<file path="src/hw/rtl/lssm_pkg.sv">
// ----------------------------------------------------------------------------
// lssm_pkg
// Shared widths, operation and slot status codes, status write port bundle.
// ----------------------------------------------------------------------------
package lssm_pkg;

  localparam int OP_W          = 3;
  localparam int SLOT_W        = 3;
  localparam int SEQ_W         = 64;
  localparam int NUM_SLOTS_DEF = 4;

  typedef enum logic [OP_W-1:0] {
    OP_BEGIN_WRITE = 3'd0,
    OP_PUBLISH     = 3'd1,
    OP_CANCEL      = 3'd2,
    OP_ACQUIRE     = 3'd3,
    OP_RELEASE     = 3'd4
  } op_t;

  typedef enum logic [1:0] {
    ST_FREE      = 2'd0,
    ST_WRITING   = 2'd1,
    ST_PUBLISHED = 2'd2,
    ST_READING   = 2'd3
  } slot_status_t;

  typedef struct packed {
    logic              en;
    logic [SLOT_W-1:0] addr;
    slot_status_t      status;
  } status_wr_t;

endpackage

</file>
<file path="src/hw/rtl/lssm_cmp.sv">
// ----------------------------------------------------------------------------
// lssm_cmp
// Shared 64-bit sequence magnitude comparator, used by both scan passes.
// ----------------------------------------------------------------------------
module lssm_cmp import lssm_pkg::*; (
  input  logic [SEQ_W-1:0] a,
  input  logic [SEQ_W-1:0] b,
  output logic             gt
);

  assign gt = (a > b);

endmodule

</file>
<file path="src/hw/rtl/lssm_status.sv">
// ----------------------------------------------------------------------------
// lssm_status
// Per-slot status flops with one read port, one write port and a lowest
// Free slot finder.
// ----------------------------------------------------------------------------
module lssm_status import lssm_pkg::*; #(
  parameter int NUM_SLOTS = NUM_SLOTS_DEF,
  localparam int IW = (NUM_SLOTS > 1) ? $clog2(NUM_SLOTS) : 1
) (
  input  logic         clk,
  input  logic         rst,
  input  status_wr_t   wr,
  input  logic [IW-1:0] rd_addr,
  output slot_status_t rd_status,
  output logic         free_found,
  output logic [IW-1:0] free_idx
);

  slot_status_t status [NUM_SLOTS];

  always_ff @(posedge clk) begin
    if (rst) begin
      for (int i = 0; i < NUM_SLOTS; i++) begin
        status[i] <= ST_FREE;
      end
    end else if (wr.en) begin
      status[wr.addr[IW-1:0]] <= wr.status;
    end
  end

  assign rd_status = status[rd_addr];

  // walk down so the lowest Free index is the one left standing
  always_comb begin
    free_found = 1'b0;
    free_idx   = '0;
    for (int i = NUM_SLOTS - 1; i >= 0; i--) begin
      if (status[i] == ST_FREE) begin
        free_found = 1'b1;
        free_idx   = IW'(i);
      end
    end
  end

endmodule

</file>
<file path="src/hw/rtl/latest_snapshot_slot_mailbox.sv">
// ----------------------------------------------------------------------------
// latest_snapshot_slot_mailbox
// Slot mailbox handing out write slots and the newest published snapshot.
// ----------------------------------------------------------------------------
// A command is taken when start is high and busy is low; busy stays high
// until its single result is shown for one cycle with done, which cannot be
// held off. begin_write, publish, cancel and unused codes finish in the
// execute state; release then frees the current reading slot. acquire_latest
// makes one pass over the slots through the shared comparator to find the
// newest published sequence, and ends there when nothing is published; it
// then frees the previous reading slot, makes a second pass that frees every
// older or equal published slot but the winner, and finally marks the winner
// as reading. Both passes read the sequence store through its one registered
// read port. dropped_count is live and steps at the edge that raises done
// for a failed begin_write.
module latest_snapshot_slot_mailbox import lssm_pkg::*; #(
  parameter int NUM_SLOTS = NUM_SLOTS_DEF
) (
  input  logic              clk,
  input  logic              rst,
  input  logic              start,
  output logic              busy,
  input  logic [OP_W-1:0]   operation,
  input  logic [SLOT_W-1:0] slot,
  input  logic [SEQ_W-1:0]  sequence_req,
  output logic              done,
  output logic              granted,
  output logic [SLOT_W-1:0] slot_out,
  output logic [SEQ_W-1:0]  sequence_out,
  output logic [SEQ_W-1:0]  dropped_count
);

  localparam int IW = (NUM_SLOTS > 1) ? $clog2(NUM_SLOTS) : 1;
  localparam int CW = $clog2(NUM_SLOTS + 1);

  typedef enum logic [2:0] {
    S_IDLE, S_EXEC, S_SCAN, S_REL, S_PURGE, S_FIN
  } state_t;

  state_t            state;
  op_t               op_q;
  logic [SLOT_W-1:0] slot_q;
  logic [SEQ_W-1:0]  seq_q;
  logic [CW-1:0]     cnt;
  logic              ev_vld;
  logic [IW-1:0]     ev_idx;
  logic [SEQ_W-1:0]  seq_rd;
  logic              found;
  logic [IW-1:0]     best_idx;
  logic [SEQ_W-1:0]  best_seq;
  logic              rd_vld;
  logic [IW-1:0]     rd_idx;
  logic [SEQ_W-1:0]  drop_counter;

  logic [SEQ_W-1:0]  seq_mem [NUM_SLOTS];

  status_wr_t        st_wr;
  logic [IW-1:0]     st_rd_addr;
  slot_status_t      st_rd;
  logic              free_found;
  logic [IW-1:0]     free_idx;
  logic              gt;
  logic              slot_ok;
  logic              mem_we;
  logic              scan_hit;
  logic              cnt_end;

  lssm_status #(.NUM_SLOTS(NUM_SLOTS)) u_status (
    .clk       (clk),
    .rst       (rst),
    .wr        (st_wr),
    .rd_addr   (st_rd_addr),
    .rd_status (st_rd),
    .free_found(free_found),
    .free_idx  (free_idx)
  );

  lssm_cmp u_cmp (
    .a (seq_rd),
    .b (best_seq),
    .gt(gt)
  );

  assign slot_ok  = ({1'b0, slot_q} < (SLOT_W + 1)'(NUM_SLOTS));
  assign mem_we   = (state == S_EXEC) && (op_q == OP_PUBLISH) && slot_ok;
  assign cnt_end  = (cnt == CW'(NUM_SLOTS));
  assign scan_hit = ev_vld && (st_rd == ST_PUBLISHED) && (!found || gt);

  // sequence store, registered read stepping with the scan counter
  always_ff @(posedge clk) begin
    if (mem_we) begin
      seq_mem[slot_q[IW-1:0]] <= seq_q;
    end
    seq_rd <= seq_mem[cnt[IW-1:0]];
  end

  always_comb begin
    unique case (state)
      S_EXEC:  st_rd_addr = slot_q[IW-1:0];
      S_REL:   st_rd_addr = rd_idx;
      default: st_rd_addr = ev_idx;
    endcase
  end

  always_comb begin
    st_wr = '{en: 1'b0, addr: '0, status: ST_FREE};
    unique case (state)
      S_EXEC: begin
        unique case (op_q)
          OP_BEGIN_WRITE: st_wr = '{en: free_found, addr: SLOT_W'(free_idx),
                                    status: ST_WRITING};
          OP_PUBLISH:     st_wr = '{en: slot_ok && (st_rd == ST_WRITING),
                                    addr: slot_q, status: ST_PUBLISHED};
          OP_CANCEL:      st_wr = '{en: slot_ok && (st_rd == ST_WRITING),
                                    addr: slot_q, status: ST_FREE};
          default:        st_wr = '{en: 1'b0, addr: '0, status: ST_FREE};
        endcase
      end
      S_REL:   st_wr = '{en: rd_vld && (st_rd == ST_READING),
                         addr: SLOT_W'(rd_idx), status: ST_FREE};
      // free older or equal published slots, winner excluded
      S_PURGE: st_wr = '{en: ev_vld && (ev_idx != best_idx) &&
                             (st_rd == ST_PUBLISHED) && !gt,
                         addr: SLOT_W'(ev_idx), status: ST_FREE};
      S_FIN:   st_wr = '{en: 1'b1, addr: SLOT_W'(best_idx), status: ST_READING};
      default: st_wr = '{en: 1'b0, addr: '0, status: ST_FREE};
    endcase
  end

  always_ff @(posedge clk) begin
    if (rst) begin
      state        <= S_IDLE;
      done         <= 1'b0;
      ev_vld       <= 1'b0;
      found        <= 1'b0;
      rd_vld       <= 1'b0;
      rd_idx       <= '0;
      cnt          <= '0;
      drop_counter <= '0;
    end else begin
      done <= 1'b0;
      unique case (state)
        S_IDLE: begin
          if (start) begin
            op_q   <= op_t'(operation);
            slot_q <= slot;
            seq_q  <= sequence_req;
            state  <= S_EXEC;
          end
        end
        S_EXEC: begin
          granted      <= 1'b0;
          slot_out     <= '0;
          sequence_out <= '0;
          cnt          <= '0;
          ev_vld       <= 1'b0;
          found        <= 1'b0;
          unique case (op_q)
            OP_BEGIN_WRITE: begin
              if (free_found) begin
                granted  <= 1'b1;
                slot_out <= SLOT_W'(free_idx);
              end else begin
                drop_counter <= drop_counter + SEQ_W'(1);
              end
              done  <= 1'b1;
              state <= S_IDLE;
            end
            OP_ACQUIRE: state <= S_SCAN;
            OP_RELEASE: state <= S_REL;
            default: begin
              done  <= 1'b1;
              state <= S_IDLE;
            end
          endcase
        end
        S_SCAN: begin
          if (!cnt_end) begin
            cnt    <= cnt + CW'(1);
            ev_vld <= 1'b1;
            ev_idx <= cnt[IW-1:0];
          end else begin
            ev_vld <= 1'b0;
          end
          if (scan_hit) begin
            found    <= 1'b1;
            best_idx <= ev_idx;
            best_seq <= seq_rd;
          end
          if (cnt_end) begin
            if (found || scan_hit) begin
              state <= S_REL;
            end else begin
              done  <= 1'b1;
              state <= S_IDLE;
            end
          end
        end
        S_REL: begin
          rd_vld <= 1'b0;
          cnt    <= '0;
          ev_vld <= 1'b0;
          if (op_q == OP_ACQUIRE) begin
            state <= S_PURGE;
          end else begin
            done  <= 1'b1;
            state <= S_IDLE;
          end
        end
        S_PURGE: begin
          if (!cnt_end) begin
            cnt    <= cnt + CW'(1);
            ev_vld <= 1'b1;
            ev_idx <= cnt[IW-1:0];
          end else begin
            ev_vld <= 1'b0;
            state  <= S_FIN;
          end
        end
        S_FIN: begin
          rd_vld       <= 1'b1;
          rd_idx       <= best_idx;
          granted      <= 1'b1;
          slot_out     <= SLOT_W'(best_idx);
          sequence_out <= best_seq;
          done         <= 1'b1;
          state        <= S_IDLE;
        end
        default: state <= S_IDLE;
      endcase
    end
  end

  assign busy          = (state != S_IDLE);
  assign dropped_count = drop_counter;

endmodule

</file>
<file path="config.mk">
export PLATFORM = sky130hd
export DESIGN_NAME = latest_snapshot_slot_mailbox
export DESIGN_NICKNAME = d
export VERILOG_FILES = /design/src/hw/rtl/lssm_pkg.sv /design/src/hw/rtl/lssm_cmp.sv /design/src/hw/rtl/lssm_status.sv /design/src/hw/rtl/latest_snapshot_slot_mailbox.sv
export SDC_FILE = /design/constraint.sdc
export NUM_CORES = 1
export LEC_CHECK = 0
export ABC_AREA = 0
export BUFFER_PORTS_ARGS = -buffer_cell sky130_fd_sc_hd__buf_4
export CAP_MARGIN = 10
export CORE_ASPECT_RATIO = 0.75
export CORE_MARGIN = 4
export CORE_UTILIZATION = 27
export DETAILED_ROUTE_END_ITERATION = 12
export MAX_ROUTING_LAYER = met4
export PLACE_DENSITY = 0.53
export SYNTH_ARGS = -nofsm -noshare
export SYNTH_HDL_FRONTEND = slang
export SYNTH_SLANG_ARGS = --single-unit
</file>
<file path="constraint.sdc">
create_clock -name clk -period 15.5 [get_ports clk]
set_clock_uncertainty 0.2 [all_clocks]
set_input_delay 0.775 -clock clk [delete_from_list [all_inputs] [get_ports clk]]
set_output_delay 0.775 -clock clk [all_outputs]
set_load 0.02 [all_outputs]
</file>
==> reports/qor.yml <==
final_layout:
  final_nets: 1823
  fin_area_sq_um: 28100
  multiInputGateArea_sq_um: 5660
  area_growth_pct: 22.3
  layout-drive-gt1-share: 0.232
  fillers: 8160
  register_area_sq_um: 16900
clocking:
  clk_pin_slew_worst_paths_ps: 60
  ctsResizeCount: 0
  cts.path.max_buffers: 3
  clk_latency_ps: 600
  cts_tree: "built"
  cts_setup_buffers: 0
  cts_inserted_buffers: 66
  cts_root_buf: "clkbuf_16"
  htreeDepth: 3
  cts.sinks: 609
  cts_hold_buf: 0
critical_path:
  crit_family: "compound AO/OA/AOI/OAI gates"
  crit_top_cell: "nand4_1"
  max_stage_delay_ps: 990
  worst-path-stages: 8
  crit_chain: "inv_1, ha_1, nand4_1, nor4_1, nand4_1, o22a_1, a21oi_1, o211a_4"
  regToRegEndpoint: "best_seq[43]"
  cp_num_buf_inv: 1
  regToRegSetupSlack_ps: 11100
  rr_startpoint: "best_seq[57]"
  reg2regPathDepth: 8
  worstPathArrival_ps: 4410
  slowest_stage: "nor4_1"
  critPathKind: "flop to flop"
  worstPathMaxFanout: 66
  required_ps: 15510
  critical_path.startpoint_type: "flop"
  critPathCapture: "best_seq[43]"
  crit_start: "best_seq[57]"
  endpoint_kind: "flop"
yosys:
  synth_edf_count: 469
  synth-simple-area-share: 0.0824
  syn_avg_cell_area_sq_um: 15.9
  synth_xor_area_frac: 0.0206
  synth_seq_cells: 609
  synth-seq-area-share: 0.734
  synthAdderAreaFrac: 0.0365
  synth_compound_area_frac: 0.0357
  syn_inst: 1442
  synth_flop_cell: "edfxtp_1"
  syn-cell-area_sq_um: 23000
  synth_top_family_by_area: "simple AND/OR/NAND/NOR gates"
  synth-async-reset-ratio: 0
  yosysTopAreaCell: "edfxtp_1"
  synth_area_leaders: "edfxtp_1 (61%), dfxtp_1 (12%), mux4_2 (6.4%)"
  synth_top_area_frac: 0.613
  ys_types: 61
  synthMuxAreaShare: 0.0686
  synth_fp_nets: 1582
  yosys_warnings: 0
global_route:
  overflow: 0
  grt_pass1_wl_mm: 78.8
  grt_max_degree: 78
  antenna_found_initial: 4
  grtUsageTotal: 0.119
  grt_pass1_vias: 13000
sta:
  slew_violations: 0
  worstMarginPinSlew_ps: 1160
  fmax_mhz: 227
  rsz0062_at_grt: "no"
  whs_ps: 147
  finalSetupViolations: 0
  tns_ps: 0
  max-slew-margin-rel: 0.218
  fin_crit_sh: 0.284
  hold_viol: 0
  finalCriticalPeriod_ps: 4400
  setup_ws_ps: 11100
place:
  io_buffer_count: 205
  placed_area_sq_um: 25900
  dp_hpwl_mm: 33.3
  place.gp.congestion: 0.796
  dp_slack_ps: 11070
power_and_ir_drop:
  irDropWorstVdd_mv: 0.0642
  leakagePower_nw: 9.91
  power_density_nw_per_um2: 124
  totalPowerFinal_mw: 3.48
die:
  die_h_um: 261
  dieArea_sq_um: 89900
  rows: 92
  coreArea_sq_um: 84300
  initial_core_util: 0.273
  die_width_um: 345
  num_io_pins: 207
run_status:
  run_status: "completed"
drt:
  first_pass_iters: 5
  postRouteAntennaNets: 0
  drt-total-wl_mm: 52.7
  vias: 12700
  wl_per_cell_um: 18.4
  avgViaCountPerCell: 4.43
  drt_iter0_markers: 958
  drc: 0
flow_run:
  cap_violations: 0
hold_path:
  min_path_type: "input pin to flop"
[registers in the layout, summed over array words and instances, names as in the netlist]
name             count
seq_mem            256
best_seq            64
dropped_count       64
seq_q               64
seq_rd              64
sequence_out        64
u_status.status      8
cnt                  3
op_q                 3
slot_q               3
state                3
best_idx             2
ev_idx               2
rd_idx               2
slot_out             2
done                 1
ev_vld               1
found                1
granted              1
rd_vld               1
[report_power, final]
| group | internal [mW] | total [mW] | switching (mW) |
|---|---|---|---|
| clock | 0.966 | 1.61 | 0.646 |
| combinational | 0.0316 | 0.0783 | 0.0468 |
| sequential | 1.77 | 1.79 | 0.0154 |
| total | 2.77 | 3.48 | 0.708 |
[stage by stage]
stage,utilization,std cells
floorplan,-,1442
global placement,0.307,2743
detailed placement,0.307,2743
CTS,0.334,2864
global route,0.334,2866
finish,0.334,2866
[worst register-to-register path, cell delays in order, from the launching register on]
cell	delay (ps)
edfxtp_1	330
inv_1	60
ha_1	290
nand4_1	200
nor4_1	990
nand4_1	290
o22a_1	290
a21oi_1	380
o211a_4	960
[layout make-up]
cell class,count,share of cell area
tap,1128,0.0502
inverter,79,0.0105
sequential,609,0.601
clock inverter,34,0.0150
multi-input combinational,710,0.201
antenna,2,0.000178
timing repair buffer,217,0.0579
clock buffer,87,0.0645
[cell families after synthesis]
| family | count (synthesis) |
|---|---|
| DFF | 609 |
| and+or+nand+nor | 379 |
| AOI/OAI and AO/OA | 133 |
| buffers and inverters | 123 |
| muxes | 76 |
| adders and majority gates | 67 |
| xor gates and xnor gates | 54 |
| other | 1 |
[placed cells by master (no fill, tap or decap), types with 3 or more instances in the layout]
cell / instances
nor2_1: 146
a21oi_1: 54
nand2_1: 60
ha_1: 67
mux4_2: 65
buf_4: 217
dfxtp_1: 138
a21o_1: 9
and2_1: 6
o211ai_1: 5
a221oi_1: 4
nand3_1: 35
a221o_1: 3
and4_1: 7
nand3b_1: 4
and3_1: 9
mux2i_1: 9
clkinv_2: 8
or3_1: 17
nor3_1: 21
xnor2_1: 19
nand2b_1: 4
a211oi_1: 6
clkbuf_16: 69
clkbuf_1: 16
nor4_1: 4
nand4_1: 34
nor2b_1: 9
o21ai_0: 31
bufinv_16: 8
inv_1: 79
clkinv_1: 9
xor2_1: 35
edfxtp_1: 469
clkinv_8: 4
clkinvlp_4: 3
[synthesized netlist by cell type (all sizes together) (2+ instances only)]
master  instances
or3b            3
and3           11
xor2           35
nand3b          4
edfxtp        469
buf            14
o211ai          5
dfxtp         140
a221o           3
nand2b          4
nor2b           9
nor2          147
clkbuf         30
a221oi          4
nand3          35
and2            7
a41o            2
a32o            2
nor3           24
mux4           65
a21boi          2
o21a            2
and4            7
o21ai          31
or4             2
a21oi          54
o211a           2
ha             67
nand2          61
xnor2          19
a211oi          6
nand4          36
nor4            8
a21o            9
o22ai           2
inv            79
a211o           2
mux2            2
or3            18
mux2i           9
[worst min path at each step]
stage                     startpoint           end  slack [ps]  cells past startpoint
floorplan                  seq_rd[0]   best_seq[0]         210                      0
global placement          seq_rd[62]  best_seq[62]         220                      0
detailed placement         seq_rd[1]   best_seq[1]         220                      0
CTS                 sequence_req[58]     seq_q[58]          90                      1
global route        sequence_req[45]     seq_q[45]         100                      1
finish               sequence_req[4]      seq_q[4]         150                      1
[per-layer routing]
layer / vias up / track usage / wire, um
met5: - / - / 0
met4: 0 / 0.0331 / 995
met3: 76 / 0.0309 / 2880
met2: 285 / 0.185 / 24700
met1: 6414 / 0.155 / 24200
li1: 5928 / - / -
No activity file was read; power rests on OpenSTA's default activity.
